`src/rtl/dq_pkg.sv`:
```
`default_nettype none

package dq_pkg;

   localparam int DATA_W = 32;
   localparam int FUNC_W = 3;
   localparam int OCC_W  = 5;

   localparam logic [FUNC_W-1:0] FN_PUSH_FRONT = 3'd0;
   localparam logic [FUNC_W-1:0] FN_PUSH_BACK  = 3'd1;
   localparam logic [FUNC_W-1:0] FN_POP_FRONT  = 3'd2;
   localparam logic [FUNC_W-1:0] FN_POP_BACK   = 3'd3;

   // Front and back of an empty queue read as minus one.
   localparam logic signed [DATA_W-1:0] EMPTY_VALUE = -32'sd1;

   typedef struct packed {
      logic [FUNC_W-1:0]        func;
      logic signed [DATA_W-1:0] value;
   } dq_req_type;

   typedef struct packed {
      logic signed [DATA_W-1:0] popped_value;
      logic                     underflow;
      logic                     overflow;
      logic signed [DATA_W-1:0] front_value;
      logic signed [DATA_W-1:0] back_value;
      logic [OCC_W-1:0]         occupancy;
   } dq_rsp_type;

   typedef struct packed {
      logic       load;
      dq_rsp_type rsp;
   } dq_load_type;

   typedef enum logic [0:0] {
      DQ_IDLE,
      DQ_READ
   } dq_state_type;

endpackage

`default_nettype wire

```
`src/rtl/dq_ram.sv`:
```
`default_nettype none

module dq_ram #(
   parameter int WIDTH = 32,
   parameter int DEPTH = 16
) (
   input  wire logic                     clock,
   input  wire logic                     wr_en,
   input  wire logic [$clog2(DEPTH)-1:0] wr_addr,
   input  wire logic [WIDTH-1:0]         wr_data,
   input  wire logic                     rd_en,
   input  wire logic [$clog2(DEPTH)-1:0] rd_addr,
   output logic [WIDTH-1:0]              rd_data
);

   logic [WIDTH-1:0] mem_ff [DEPTH];

   always_ff @(posedge clock) begin
      if (wr_en) begin
         mem_ff[wr_addr] <= wr_data;
      end
      if (rd_en) begin
         rd_data <= mem_ff[rd_addr];
      end
   end

endmodule

`default_nettype wire

```
`src/rtl/dq_ctrl.sv`:
```
`default_nettype none

module dq_ctrl #(
   parameter int DEPTH = 16
) (
   input  wire logic                     clock,
   input  wire logic                     reset,
   input  wire logic                     req_valid,
   output logic                          req_ready,
   input  wire dq_pkg::dq_req_type       req_payload,
   input  wire logic                     out_free,
   output dq_pkg::dq_load_type           load,
   output logic                          ram_we,
   output logic [$clog2(DEPTH)-1:0]      ram_waddr,
   output logic [dq_pkg::DATA_W-1:0]     ram_wdata,
   output logic                          ram_re,
   output logic [$clog2(DEPTH)-1:0]      ram_raddr,
   input  wire logic [dq_pkg::DATA_W-1:0] ram_rdata
);

   import dq_pkg::*;

   localparam int IW = $clog2(DEPTH);
   localparam int CW = $clog2(DEPTH + 1);
   localparam logic [IW-1:0] LAST_IDX = IW'(DEPTH - 1);

   dq_state_type             state_ff, state_in;
   logic [IW-1:0]            head_ff, head_in;
   logic [IW-1:0]            tail_ff, tail_in;
   logic [CW-1:0]            count_ff, count_in;
   logic signed [DATA_W-1:0] front_ff, front_in;
   logic signed [DATA_W-1:0] back_ff, back_in;
   logic                     pend_front_ff, pend_front_in;
   logic signed [DATA_W-1:0] pend_popped_ff, pend_popped_in;

   logic [IW-1:0]            head_inc, head_dec, tail_inc, tail_dec;
   logic                     full, empty, load_now;
   logic signed [DATA_W-1:0] popped;
   logic                     under, over;

   // The back index always equals head plus count minus one, with wrap.
   assign head_inc = (head_ff == LAST_IDX) ? '0 : IW'(head_ff + 1'b1);
   assign head_dec = (head_ff == '0) ? LAST_IDX : IW'(head_ff - 1'b1);
   assign tail_inc = (tail_ff == LAST_IDX) ? '0 : IW'(tail_ff + 1'b1);
   assign tail_dec = (tail_ff == '0) ? LAST_IDX : IW'(tail_ff - 1'b1);
   assign full     = (count_ff == CW'(DEPTH));
   assign empty    = (count_ff == '0);

   always_comb begin
      state_in       = state_ff;
      head_in        = head_ff;
      tail_in        = tail_ff;
      count_in       = count_ff;
      front_in       = front_ff;
      back_in        = back_ff;
      pend_front_in  = pend_front_ff;
      pend_popped_in = pend_popped_ff;
      ram_we         = 1'b0;
      ram_waddr      = tail_inc;
      ram_wdata      = req_payload.value;
      ram_re         = 1'b0;
      ram_raddr      = head_inc;
      load_now       = 1'b0;
      popped         = '0;
      under          = 1'b0;
      over           = 1'b0;
      req_ready      = (state_ff == DQ_IDLE) && out_free;

      case (state_ff)
         DQ_IDLE: begin
            if (req_valid && req_ready) begin
               load_now = 1'b1;
               case (req_payload.func)
                  FN_PUSH_FRONT, FN_PUSH_BACK: begin
                     if (full) begin
                        over = 1'b1;
                     end else begin
                        count_in = CW'(count_ff + 1'b1);
                        ram_we   = 1'b1;
                        if (req_payload.func == FN_PUSH_FRONT) begin
                           head_in   = head_dec;
                           ram_waddr = head_dec;
                           front_in  = req_payload.value;
                           if (empty) begin
                              back_in = req_payload.value;
                           end
                        end else begin
                           tail_in   = tail_inc;
                           ram_waddr = tail_inc;
                           back_in   = req_payload.value;
                           if (empty) begin
                              front_in = req_payload.value;
                           end
                        end
                     end
                  end
                  FN_POP_FRONT, FN_POP_BACK: begin
                     if (empty) begin
                        under = 1'b1;
                     end else begin
                        count_in = CW'(count_ff - 1'b1);
                        if (req_payload.func == FN_POP_FRONT) begin
                           popped    = front_ff;
                           head_in   = head_inc;
                           ram_raddr = head_inc;
                        end else begin
                           popped    = back_ff;
                           tail_in   = tail_dec;
                           ram_raddr = tail_dec;
                        end
                        // With one or more left, the new end element must come from storage.
                        if (count_ff != CW'(1)) begin
                           ram_re         = 1'b1;
                           load_now       = 1'b0;
                           state_in       = DQ_READ;
                           pend_front_in  = (req_payload.func == FN_POP_FRONT);
                           pend_popped_in = popped;
                        end
                     end
                  end
                  default: begin
                  end
               endcase
            end
         end
         DQ_READ: begin
            load_now = 1'b1;
            popped   = pend_popped_ff;
            state_in = DQ_IDLE;
            if (pend_front_ff) begin
               front_in = ram_rdata;
            end else begin
               back_in = ram_rdata;
            end
         end
         default: begin
            state_in = DQ_IDLE;
         end
      endcase

      load.load             = load_now;
      load.rsp.popped_value = popped;
      load.rsp.underflow    = under;
      load.rsp.overflow     = over;
      load.rsp.front_value  = (count_in == '0) ? EMPTY_VALUE : front_in;
      load.rsp.back_value   = (count_in == '0) ? EMPTY_VALUE : back_in;
      load.rsp.occupancy    = OCC_W'(count_in);
   end

   always_ff @(posedge clock) begin
      if (reset) begin
         state_ff <= DQ_IDLE;
         head_ff  <= '0;
         tail_ff  <= LAST_IDX;
         count_ff <= '0;
      end else begin
         state_ff <= state_in;
         head_ff  <= head_in;
         tail_ff  <= tail_in;
         count_ff <= count_in;
      end
   end

   always_ff @(posedge clock) begin
      front_ff       <= front_in;
      back_ff        <= back_in;
      pend_front_ff  <= pend_front_in;
      pend_popped_ff <= pend_popped_in;
   end

endmodule

`default_nettype wire

```
`src/rtl/double_ended_queue.sv`:
```
// Push, push on full, query, pop on empty and a pop that empties the queue register their result
// as the transaction is accepted; a pop that leaves one or more elements first reads the new
// end element from the slot RAM, and its result is registered from the read state.
// Throughput: one transaction per cycle while the output is free; none is taken during such a read.
// Reset clears state, head, count and output valid, sets the back index to the last slot; slot RAM is not cleared.
`default_nettype none

module double_ended_queue #(
   parameter int DEPTH = 16
) (
   input  wire logic               clock,
   input  wire logic               reset,
   input  wire logic               req_valid,
   output logic                    req_ready,
   input  wire dq_pkg::dq_req_type req_payload,
   output logic                    rsp_valid,
   input  wire logic               rsp_ready,
   output dq_pkg::dq_rsp_type      rsp_payload
);

   import dq_pkg::*;

   localparam int IW = $clog2(DEPTH);

   dq_load_type       load;
   logic              out_free;
   logic              ram_we, ram_re;
   logic [IW-1:0]     ram_waddr, ram_raddr;
   logic [DATA_W-1:0] ram_wdata, ram_rdata;

   logic              rsp_valid_ff, rsp_valid_in;
   dq_rsp_type        rsp_payload_ff, rsp_payload_in;

   assign out_free = !rsp_valid_ff || rsp_ready;

   dq_ctrl #(
      .DEPTH(DEPTH)
   ) u_ctrl (
      .clock      (clock),
      .reset      (reset),
      .req_valid  (req_valid),
      .req_ready  (req_ready),
      .req_payload(req_payload),
      .out_free   (out_free),
      .load       (load),
      .ram_we     (ram_we),
      .ram_waddr  (ram_waddr),
      .ram_wdata  (ram_wdata),
      .ram_re     (ram_re),
      .ram_raddr  (ram_raddr),
      .ram_rdata  (ram_rdata)
   );

   dq_ram #(
      .WIDTH(DATA_W),
      .DEPTH(DEPTH)
   ) u_slots (
      .clock  (clock),
      .wr_en  (ram_we),
      .wr_addr(ram_waddr),
      .wr_data(ram_wdata),
      .rd_en  (ram_re),
      .rd_addr(ram_raddr),
      .rd_data(ram_rdata)
   );

   always_comb begin
      rsp_valid_in   = rsp_valid_ff;
      rsp_payload_in = rsp_payload_ff;
      if (load.load) begin
         rsp_valid_in   = 1'b1;
         rsp_payload_in = load.rsp;
      end else if (rsp_ready) begin
         rsp_valid_in = 1'b0;
      end
   end

   always_ff @(posedge clock) begin
      if (reset) begin
         rsp_valid_ff <= 1'b0;
      end else begin
         rsp_valid_ff <= rsp_valid_in;
      end
   end

   always_ff @(posedge clock) begin
      rsp_payload_ff <= rsp_payload_in;
   end

   assign rsp_valid   = rsp_valid_ff;
   assign rsp_payload = rsp_payload_ff;

endmodule

`default_nettype wire

```
`config.mk`:
```
export PLATFORM = sky130hd
export DESIGN_NAME = double_ended_queue
export DESIGN_NICKNAME = d
export VERILOG_FILES = /design/src/rtl/dq_pkg.sv /design/src/rtl/dq_ram.sv /design/src/rtl/dq_ctrl.sv /design/src/rtl/double_ended_queue.sv
export SDC_FILE = /design/constraint.sdc
export NUM_CORES = 1
export LEC_CHECK = 0
export ABC_AREA = 1
export BUFFER_PORTS_ARGS = -buffer_cell sky130_fd_sc_hd__buf_2
export CORE_ASPECT_RATIO = 0.7
export CORE_MARGIN = 10
export CORE_UTILIZATION = 45
export CTS_CLUSTER_SIZE = 25
export DETAILED_ROUTE_END_ITERATION = 10
export SYNTH_ARGS = -nofsm -noshare
export SYNTH_HDL_FRONTEND = slang
export SYNTH_SLANG_ARGS = --single-unit
```
`constraint.sdc`:
```
create_clock -name clock -period 4.5 [get_ports clock]
set_clock_uncertainty 0.2 [all_clocks]
set_input_delay 0.9 -clock clock [delete_from_list [all_inputs] [get_ports clock]]
set_output_delay 0.9 -clock clock [all_outputs]
set_load 0.005 [all_outputs]
```
After elaboration in Yosys (flattened, before gate mapping)
Memories as Yosys holds them, arrays and structs flattened. A register that Yosys moved wholly into a read port is not among the register bits.
Cells that the tools add are included.
Operators by class
  equality and inequality tests: 13
  bitwise logic cells: 5
  add/sub/neg operators: 6
  reduce and logical (&&, ||, !) cells: 18
  muxes and demuxes: 69
Operators by type and width (count)
  $mux W32: 16
  $pmux W32 S2: 3
  $mux W4: 22
  $mux W5: 4
  $mux W1: 19
  $pmux W4 S2: 2
  $reduce_and A7 Y1: 2
  $logic_not A5 Y1: 2
  $pmux W5 S2: 1
  $add A4 B1 Y4 const B: 2
  $eq A4 B4 Y1 const B: 2
  $logic_not A4 Y1: 2
  $ne A2 B2 Y1 const B: 4
  $sub A4 B1 Y4 const B: 2
  $eq A3 B2 Y1 const B: 2
  $reduce_or A3 Y1: 2
  $add A5 B1 Y5 const B: 1
  $eq A5 B5 Y1 const B: 1
  $ne A5 B1 Y1 const B: 1
  $not A1 Y1: 5
  $reduce_and A5 Y1: 1
  $sub A5 B1 Y5 const B: 1
  $ne A2 B1 Y1 const B: 2
  $pmux W1 S2: 2
  7 further kinds: 10
Storage, ports and cells
  word-level logic and storage cells: 127
  output and inout bits: 105
  memories kept: 1
  input bits: 39
  memory bits (writable): 512
  flip-flop bits (word level): 215
Memory list
  u_slots.mem_ff: words 16, bits a word 32, rd ports 1, clocked after memory_dff 1, wr ports 1, line dq_ram.sv:16  | logic [WIDTH-1:0] mem_ff [DEPTH];

Logic depth before layout (Yosys ltp)
Gate-level depths: netlist (run 1).
  word-level depth: 8
  depth in mapped cells: 15
  gate-level depth less buffers: 13

By module
From an unflattened synthesis (run 1), not the netlist that was laid out.
Second synthesis, totals
  cell total of the unflattened synthesis: 3332
  area total of the unflattened synthesis: 33774.9 um^2
Modules (own cells, without submodules)
  dq_ram: instances 1, cells each 2120, area an instance 23050.9 um^2
  dq_ctrl: instances 1, cells each 1104, area an instance 7588.5 um^2
  double_ended_queue: instances 1, cells each 108, area an instance 3135.5 um^2

Worst setup path after synthesis (run 1)
OpenSTA, ideal clock, no wires.
  path kind: input to register
  from: input port req_payload[33] in the netlist's numbering
  to: register rsp_payload_ff, in the netlist rsp_payload[0] (enable)
  path slack: 0.292 ns
  stages: 5
  setup time: 0.947 ns
  required time: 3.353 ns
  data arrival time: 3.062 ns
  path buffers: 0
  cells stage by stage: inv_2 nor2_4 nand2_4 o21ai_0 nand2_1
RTL lines
  start: declaration: line double_ended_queue.sv:15  | input wire dq_pkg::dq_req_type req_payload,
  end signal: assignment: line double_ended_queue.sv:87  | rsp_payload_ff <= rsp_payload_in;
  end: declaration: line double_ended_queue.sv:32  | dq_rsp_type rsp_payload_ff, rsp_payload_in;

Worst setup path after layout (run 1)
  from: register u_ctrl.count_ff[0]
  to: memory u_slots.mem_ff[7][17] (enable)
Between the ends
  cells in the longest elaborated chain, start to end: 7
RTL lines
  start: declaration: line dq_ctrl.sv:30  | logic [CW-1:0] count_ff, count_in;
  start signal: assignment: line dq_ctrl.sv:160  | count_ff <= count_in;
  $eq A5 B5 Y1 (*): line dq_ctrl.sv:46  | assign full = (count_ff == CW'(DEPTH));
  $mux W1: line dq_ctrl.sv:75  | if (full) begin
  $mux W1: line dq_ctrl.sv:73  | case (req_payload.func)
  $mux W1: line dq_ctrl.sv:71  | if (req_valid && req_ready) begin
  $mux W1: line dq_ctrl.sv:69  | case (state_ff)
  $mux W1: line dq_ram.sv:19  | if (wr_en) begin
  $mux W1 (implied by the code): line dq_ram.sv:20  | mem_ff[wr_addr] <= wr_data;
  end: declaration: line dq_ram.sv:16
Every way passes the cells marked *; elsewhere a longest branch is shown, timed or not.

==> summary.txt, run 1 <==
Outcome
  • Status: complete, no violations

GRT
  • Most Used Layer, Global Route: met2
  • Met2 usage in global routing: 32.3%
  • First-pass GRT wire length: 137000 µm
  • Initial antenna violation count: 3
  • Gr ovfl total: 0
  • Maximum number of pins on one net before global-route repair: 129
  • Met3 usage: 3.34%
  • Met1 Use GR: 28.8%
  • Gr usage total: 20.4%
  • Vias in the first global route: 22300

Synthesis
  • Register area share after synthesis: 65.2%
  • Post-Synthesis Cells: 3381
  • Synth Warn #: 0
  • Synth async-reset ratio: 0%
  • Post-synth cell types: 35
  • FF+latch count, synth: 759
  • Number of synthesized flops with an enable pin: 680
  • Avg Inst Size Synth: 9.98 µm²
  • Ys flop type: edfxtp_1
  • Post-Syn Area: 0.0337 mm²
  • Syn_nets: 3428

Final layout
  • Layout cells sized above 1: 10.4%
  • Reg area: 0.0220 mm²
  • Diode count: 0
  • Area growth syn-to-layout: 12.6%
  • FILL cells: 6665
  • Area occupied by multi-input gates: 0.00833 mm²
  • Nets@finish: 3530

STA
  • Post-layout minimum cycle time: 3480 ps
  • RSZ-0062 raised after global routing: false
  • Endpoints failing setup: 0
  • Setup TNS: 0 ps
  • Fmax: 287 MHz
  • Fin. Hold Viols: 0
  • Slew margin rel.: 33.8%
  • Crit share post-route: 77.4%
  • Hold_ws: 323 ps
  • Final slew viol count: 0
  • Slew @ Worst Pin: 992 ps

Worst setup path
  • Worst path max stage delay: 500 ps
  • Worst-path maximum fanout: 25
  • CP Capture Type: flip-flop
  • Startpoint class of the critical path: flip-flop
  • Most used cell, CP: nand3_1
  • Buf/Inv on CP: 3
  • CP delay by family, top: simple AND/OR/NAND/NOR gates
  • Cells along the critical path: inv_1, ha_1, nand3_1, nand3_1, inv_2, nand2_1, o21ai_0, nand3_1, nor2_4, buf_12
  • Setup CP Type: flip-flop to flip-flop
  • Critical Path AT: 3610 ps
  • Slowest cell on crit path: dfxtp_1
  • Req. time, crit path: 4620 ps

Clock network
  • Max clock buf depth: 3
  • H-tree levels: 3
  • Register clock-pin slew on the reported worst setup and hold paths: 70 ps
  • TritonCTS clock tree: built
  • TritonCTS buffer count: 73
  • Cts repair resizes: 0
  • CTS sink cnt: 759
  • Worst-Skew Late Latency: 630 ps
  • Cts hold-fix bufs: 0
  • Clock root cell: clkbuf_16
  • Post-CTS setup buffers: 0

Die
  • Die width: 347 µm
  • Die outline height: 249 µm
  • Core footprint: 0.0738 mm²
  • IO Pins: 144
  • Initial core utilization: 45.7%
  • DIE AREA: 0.0865 mm²
  • # rows: 83

Drt
  • Routed Antenna Nets: 0
  • Drt initial violations: 2445
  • DR vias/cell: 5.17
  • Routed len/inst: 19.7 µm
  • DRC violations left: 0
  • Vias: 23400
  • Drt first pass iters: 6
  • Total wire length: 89200 µm

Placed design
  • # port buffers: 143
  • GPL Wtd Cong: 0.854
  • Hpwl dp: 53400 µm

Min path
  • Worst hold path class: flip-flop to flip-flop

Power
  • Power Density: 443 mW/mm²
  • Static leakage: 16.6 nW
  • Peak VDD IR: 0.312 mV

Job
  • MaxCap Viol Count: 0
stage by stage:
| stage | cells | setup slack, ps | area [µm²] | power, mW | utilization (%) |
|---|---|---|---|---|---|
| after floorplan | 3381 | 292 | 33700 | 10.1 | - |
| after global placement | 4385 | 634 | 35700 | 10.9 | 48.3 |
| after detailed placement | 4385 | 662 | 35700 | 11.0 | 48.3 |
| after CTS | 4521 | 1030 | 38000 | 17.0 | 51.5 |
| after global routing | 4521 | 794 | 38000 | 17.6 | 51.5 |
| final | 4521 | 1020 | 38000 | 16.8 | 51.5 |
where the power goes:
part / switching, mW / total, mW / leakage (nW) / internal [mW]
combinational: 1.56 / 2.33 / 8.58 / 0.765
clock: 2.70 / 6.05 / 1.14 / 3.35
sequential: 0.201 / 8.46 / 6.86 / 8.26
Yosys cell counts, drive strengths merged (8+ instances only):
library cell  count  area [µm²]
o211ai           69         518
buf             126         732
ha                8         100
o21ai            91         455
inv             717        2690
nand3           659        3320
dfxtp            79        1580
a21oi            44         220
o21a             33         248
edfxtp          680       20400
nand2           753        2870
clkbuf           57         214
nor2             42         183
logic make-up (layout without fill, tap and decap cells):
logic type               Yosys count  count (layout)  share of synthesized area (%)
flip-flops                       759             759                           65.2
buffers and inverters            900            1063                           10.8
adder cells (fa/ha/maj)            8               8                          0.297
AND/OR/NAND/NOR                 1463            1463                           19.1
XOR/XNOR                          10              10                          0.260
AO/OA/AOI/OAI                    241             241                           4.36
worst register-to-register path, stage by stage (launching register included):
cell     delay [ps]
dfxtp_1         500
inv_1           120
ha_1            270
nand3_1         140
nand3_1         140
inv_2           100
nand2_1         140
o21ai_0         470
nand3_1         440
nor2_4          390
buf_12          250
cells in the final DEF, fill, tap and decap left out, drive strengths merged:
master and n:
a211oi 2, a21boi 1, a21oi 44, buf 210
bufinv 4, clkbuf 93, clkinv 34, clkinvlp 1
dfxtp 79, edfxtp 680, ha 8, inv 721
nand2 753, nand3 659, nand4 2, nor2 42
nor3 6, o211ai 69, o21a 33, o21ai 91
o221ai 1, or2 1, xnor2 5, xor2 5
layer usage:
layer  vias to the layer above  share of wire, %
li1                      11300                 -
met1                     11100                45
met2                       836                45
met3                       139               7.1
met4                         6               2.5
met5                         -             0.039
area by class of cell:
type | instances | area share (%)
timing repair buffer | 210 | 3.77
tap | 977 | 3.22
clock inverter | 43 | 0.919
sequential | 759 | 57.9
inverter | 717 | 7.09
clock buffer | 93 | 5.17
multi-input combinational | 1722 | 21.9
state kept, by name (all words and copies together) (netlist names):
name,count
u_slots.mem_ff,512
rsp_payload,103
u_ctrl.back_ff,32
u_ctrl.front_ff,32
u_ctrl.pend_popped_ff,32
u_slots.rd_data,32
u_ctrl.count_ff,5
u_ctrl.head_ff,4
u_ctrl.tail_ff,4
rsp_valid,1
u_ctrl.pend_front_ff,1
u_ctrl.state_ff,1
path summary, 6_finish.rpt:
| path | startpoint | to | slack (ps) | depth (start not counted) |
|---|---|---|---|---|
| min reg2reg | u_ctrl.pend_popped_ff[23] | rsp_payload[94] | 320 | 2 |
| max reg2reg | u_ctrl.count_ff[0] | u_slots.mem_ff[7][17] | 1020 | 10 |
| max | u_ctrl.count_ff[0] | u_slots.mem_ff[7][17] | 1020 | 10 |
| min | u_ctrl.pend_popped_ff[23] | rsp_payload[94] | 320 | 2 |
No activity file was read; power rests on OpenSTA's default activity.
==> inputs of run 2 (changes only) <==
--- a/config.mk
+++ b/config.mk
@@ -5,7 +5,7 @@
 export SDC_FILE = /design/constraint.sdc
 export NUM_CORES = 1
 export LEC_CHECK = 0
-export ABC_AREA = 1
+export ABC_AREA = 0
 export BUFFER_PORTS_ARGS = -buffer_cell sky130_fd_sc_hd__buf_2
 export CORE_ASPECT_RATIO = 0.7
 export CORE_MARGIN = 10
==> constraint.sdc (replaced) <==
create_clock -name clock -period 3.1 [get_ports clock]
set_clock_uncertainty 0.2 [all_clocks]
set_input_delay 0.62 -clock clock [delete_from_list [all_inputs] [get_ports clock]]
set_output_delay 0.62 -clock clock [all_outputs]
set_load 0.005 [all_outputs]
==> run 2 against run 1 <==
Net effect:
- synthesized cell count decreased by 33%
- clock-buffer cell count is 3 higher
- the flow now finishes with violations (negative setup slack)
- highest routed layer unchanged
- worst setup slack got worse by 1200 ps
- flip-flop and latch count unchanged
- final cell count fell by 21%
==> summary.txt, run 2 <==
Outcome
  • Status: finished, violations left (was complete, no violations)
  • Failing checks: negative setup slack

STA
  • Slew @ Worst Pin: 967 ps (was 992 ps)
  • Final worst slack: -158 ps (was 1020 ps)
  • RSZ-0062 raised after global routing: true (was false)
  • Fmax: 307 MHz (was 287 MHz)
  • Slew margin rel.: 35.5% (was 33.8%)
  • Crit share post-route: 105% (was 77.4%)
  • Endpoints failing setup: 32 (was 0)
  • Final slew viol count: 0 (unchanged)
  • Fin. Hold Viols: 0 (unchanged)
  • Post-layout minimum cycle time: 3260 ps (was 3480 ps)

Final layout
  • Most common cell after layout, fill and taps aside: edfxtp_1 (was nand2_1)
  • Max FFs per register: 512 (unchanged)
  • Fin cells: 3555 (was 4521)
  • Nets@finish: 2582 (was 3530)
  • Biggest register: u_slots.mem_ff (unchanged)
  • Most frequent cells in the layout: edfxtp_1, mux2i_1, and3_1 (was nand2_1, inv_1, edfxtp_1)
  • Layout cells sized above 1: 26.3% (was 10.4%)
  • Area growth syn-to-layout: 23.5% (was 12.6%)

Synthesis
  • Area leader, netlist: edfxtp_1 (unchanged)
  • Most frequent cell after synthesis: edfxtp_1 (was nand2_1)
  • Post-Synthesis Cells: 2275 (was 3381)
  • Avg Inst Size Synth: 14.2 µm² (was 9.98 µm²)
  • Ys flop type: edfxtp_1 (unchanged)
  • Synth top cells by count: edfxtp_1, mux2i_1, and3_1 (was nand2_1, inv_1, edfxtp_1)
  • Synth async-reset ratio: 0% (unchanged)
  • Main area contributors after synthesis: edfxtp_1, mux2i_1, dfxtp_1 (was edfxtp_1, nand3_1, nand2_1)
  • Register area share after synthesis: 68.2% (was 65.2%)
  • FF+latch count, synth: 759 (unchanged)
  • Synth top area share: 63.3% (was 60.5%)
  • Syn_nets: 2322 (was 3428)
  • Number of synthesized flops with an enable pin: 680 (unchanged)
  • Post-synth cell types: 54 (was 35)
  • Post-Syn Area: 0.0323 mm² (was 0.0337 mm²)
  • Synth Warn #: 0 (unchanged)

Power
  • Power Density: 589 mW/mm² (was 443 mW/mm²)
  • Static leakage: 13.6 nW (was 16.6 nW)
  • Peak VDD IR: 0.382 mV (was 0.312 mV)

Worst setup path
  • Req. time, crit path: 3270 ps (was 4620 ps)
  • CP Capture Type: flip-flop (unchanged)
  • Critical Path AT: 3430 ps (was 3610 ps)
  • Worst-path maximum fanout: 54 (was 25)
  • Startpoint class of the critical path: flip-flop (unchanged)
  • Setup CP Type: flip-flop to flip-flop (unchanged)

Clock network
  • H-tree levels: 3 (unchanged)
  • TritonCTS buffer count: 74 (was 73)
  • Cts hold-fix bufs: 0 (unchanged)
  • TritonCTS clock tree: built (unchanged)
  • Register clock-pin slew on the reported worst setup and hold paths: 60 ps (was 70 ps)
  • Max clock buf depth: 3 (unchanged)
  • CTS sink cnt: 759 (unchanged)
  • Clock root cell: clkbuf_16 (unchanged)
  • Worst-Skew Late Latency: 640 ps (was 630 ps)

Drt
  • Vias: 21800 (was 23400)
  • Total wire length: 97700 µm (was 89200 µm)
  • Drt first pass iters: 6 (unchanged)
  • DR vias/cell: 6.14 (was 5.17)
  • Drt initial violations: 2580 (was 2445)
  • Routed Antenna Nets: 0 (unchanged)
  • DRC violations left: 0 (unchanged)
  • Routed len/inst: 27.5 µm (was 19.7 µm)

Die
  • Die outline height: 244 µm (was 249 µm)
  • DIE AREA: 0.0830 mm² (was 0.0865 mm²)
  • IO Pins: 144 (unchanged)
  • Die width: 340 µm (was 347 µm)
  • Initial core utilization: 45.3% (was 45.7%)
  • # rows: 82 (was 83)
  • Core footprint: 0.0713 mm² (was 0.0738 mm²)

Placed design
  • # port buffers: 143 (unchanged)
  • Hpwl dp: 55300 µm (was 53400 µm)
  • Cells after DPL: 3366 (was 4385)
  • GPL Wtd Cong: 0.816 (was 0.854)
  • DP Worst Slack: -340 ps (was 662 ps)

GRT
  • Vias in the first global route: 21300 (was 22300)
  • Gr usage total: 21.9% (was 20.4%)
  • Gr ovfl total: 0 (unchanged)
  • Initial antenna violation count: 2 (was 3)
  • Maximum number of pins on one net before global-route repair: 78 (was 129)
  • First-pass GRT wire length: 139000 µm (was 137000 µm)

Job
  • MaxCap Viol Count: 0 (unchanged)

Min path
  • Worst hold path class: input pin to flip-flop (was flip-flop to flip-flop)
run 2: cell count changes in the layout (fill, tap and decap cells not counted), moves of 59 or more:
cell and delta:
inv_1 -701, nand2_1 -653, nand3_1 -589, mux2i_1 +226
and3_1 +186, a211oi_2 +94, a211oi_1 +91, buf_4 +75
nand2b_1 +70, o211ai_1 -68, o221ai_1 +61, nor3_1 +59
run 2: final timing paths:
kind	start	endpoint	cells after the start	slack, ps
worst max-delay path	u_ctrl.count_ff[1]	u_slots.rd_data[16]	11	-160
worst min register to register	u_ctrl.pend_popped_ff[5]	rsp_payload[76]	1	350
worst min-delay path	reset	u_ctrl.head_ff[1]	2	150
worst max register to register	u_ctrl.count_ff[1]	u_slots.rd_data[16]	11	-160
run 2: layout make-up:
type / instances / area [µm²]
inverter: 11 / 41.3
sequential: 759 / 22000
tap: 966 / 1210
timing repair buffer: 383 / 4020
fill: 5585 / 31500
clock buffer: 96 / 2010
clock inverter: 33 / 269
antenna: 1 / 2.50
multi-input combinational: 1306 / 10300
run 2: through the flow:
step	setup TNS [ps]	hold slack (ps)	total power, mW	instance area (µm²)	utilization, %
after global placement	-73710	332	14.5	35700	50.1
final	-3160	154	23.5	39800	55.9
after CTS	-1950	125	23.4	39000	54.7
after global routing	-5740	175	24.3	39800	55.9
after detailed placement	-80610	336	14.6	35700	50.1
after floorplan	-117220	309	13.6	32400	-
run 2: cells by family (layout without fill, tap and decap cells):
logic type | after synthesis | after routing | synth area share (%)
flip-flops | 759 | 759 | 68.2
AND/OR/NAND/NOR | 588 | 589 | 10.0
AO/OA/AOI/OAI | 434 | 434 | 10.1
multiplexers | 265 | 265 | 8.37
buffers and inverters | 211 | 523 | 2.81
XOR/XNOR | 10 | 10 | 0.271
adder cells (fa/ha/maj) | 8 | 8 | 0.310
other | 0 | 1 | 0
run 2: critical path, cell delays in order, from the launching register on:
cell and delay, ps:
dfxtp_2 320, inv_2 80, ha_4 140, or4b_4 490, nand4_4 150, nor2_4 70
buf_12 130, mux2_4 350, buf_12 210, a211oi_2 280, o32ai_1 110, or3_1 380
run 2: power by group:
group	leakage [nW]	total [mW]	switching, mW	internal, mW
Clock	1.10	8.73	3.83	4.90
Sequential	6.80	11.9	0.243	11.7
Combinational	5.75	2.84	1.61	1.24
run 2: what timing repair did:
item	CTS	global route
pin swaps	24	20
cloned	15	16
buffers inserted	15	14
gates resized for setup	99	74
setup endpoints to repair	64	171
run 2: layer usage:
layer | vias to the layer above | global-route usage [%] | wire length [µm]
li1 | 9502 | - | -
met1 | 11200 | 31.8 | 42500
met2 | 1033 | 33.5 | 43900
met3 | 145 | 3.79 | 8770
met4 | 2 | 6.66 | 2470
met5 | - | 0 | 11
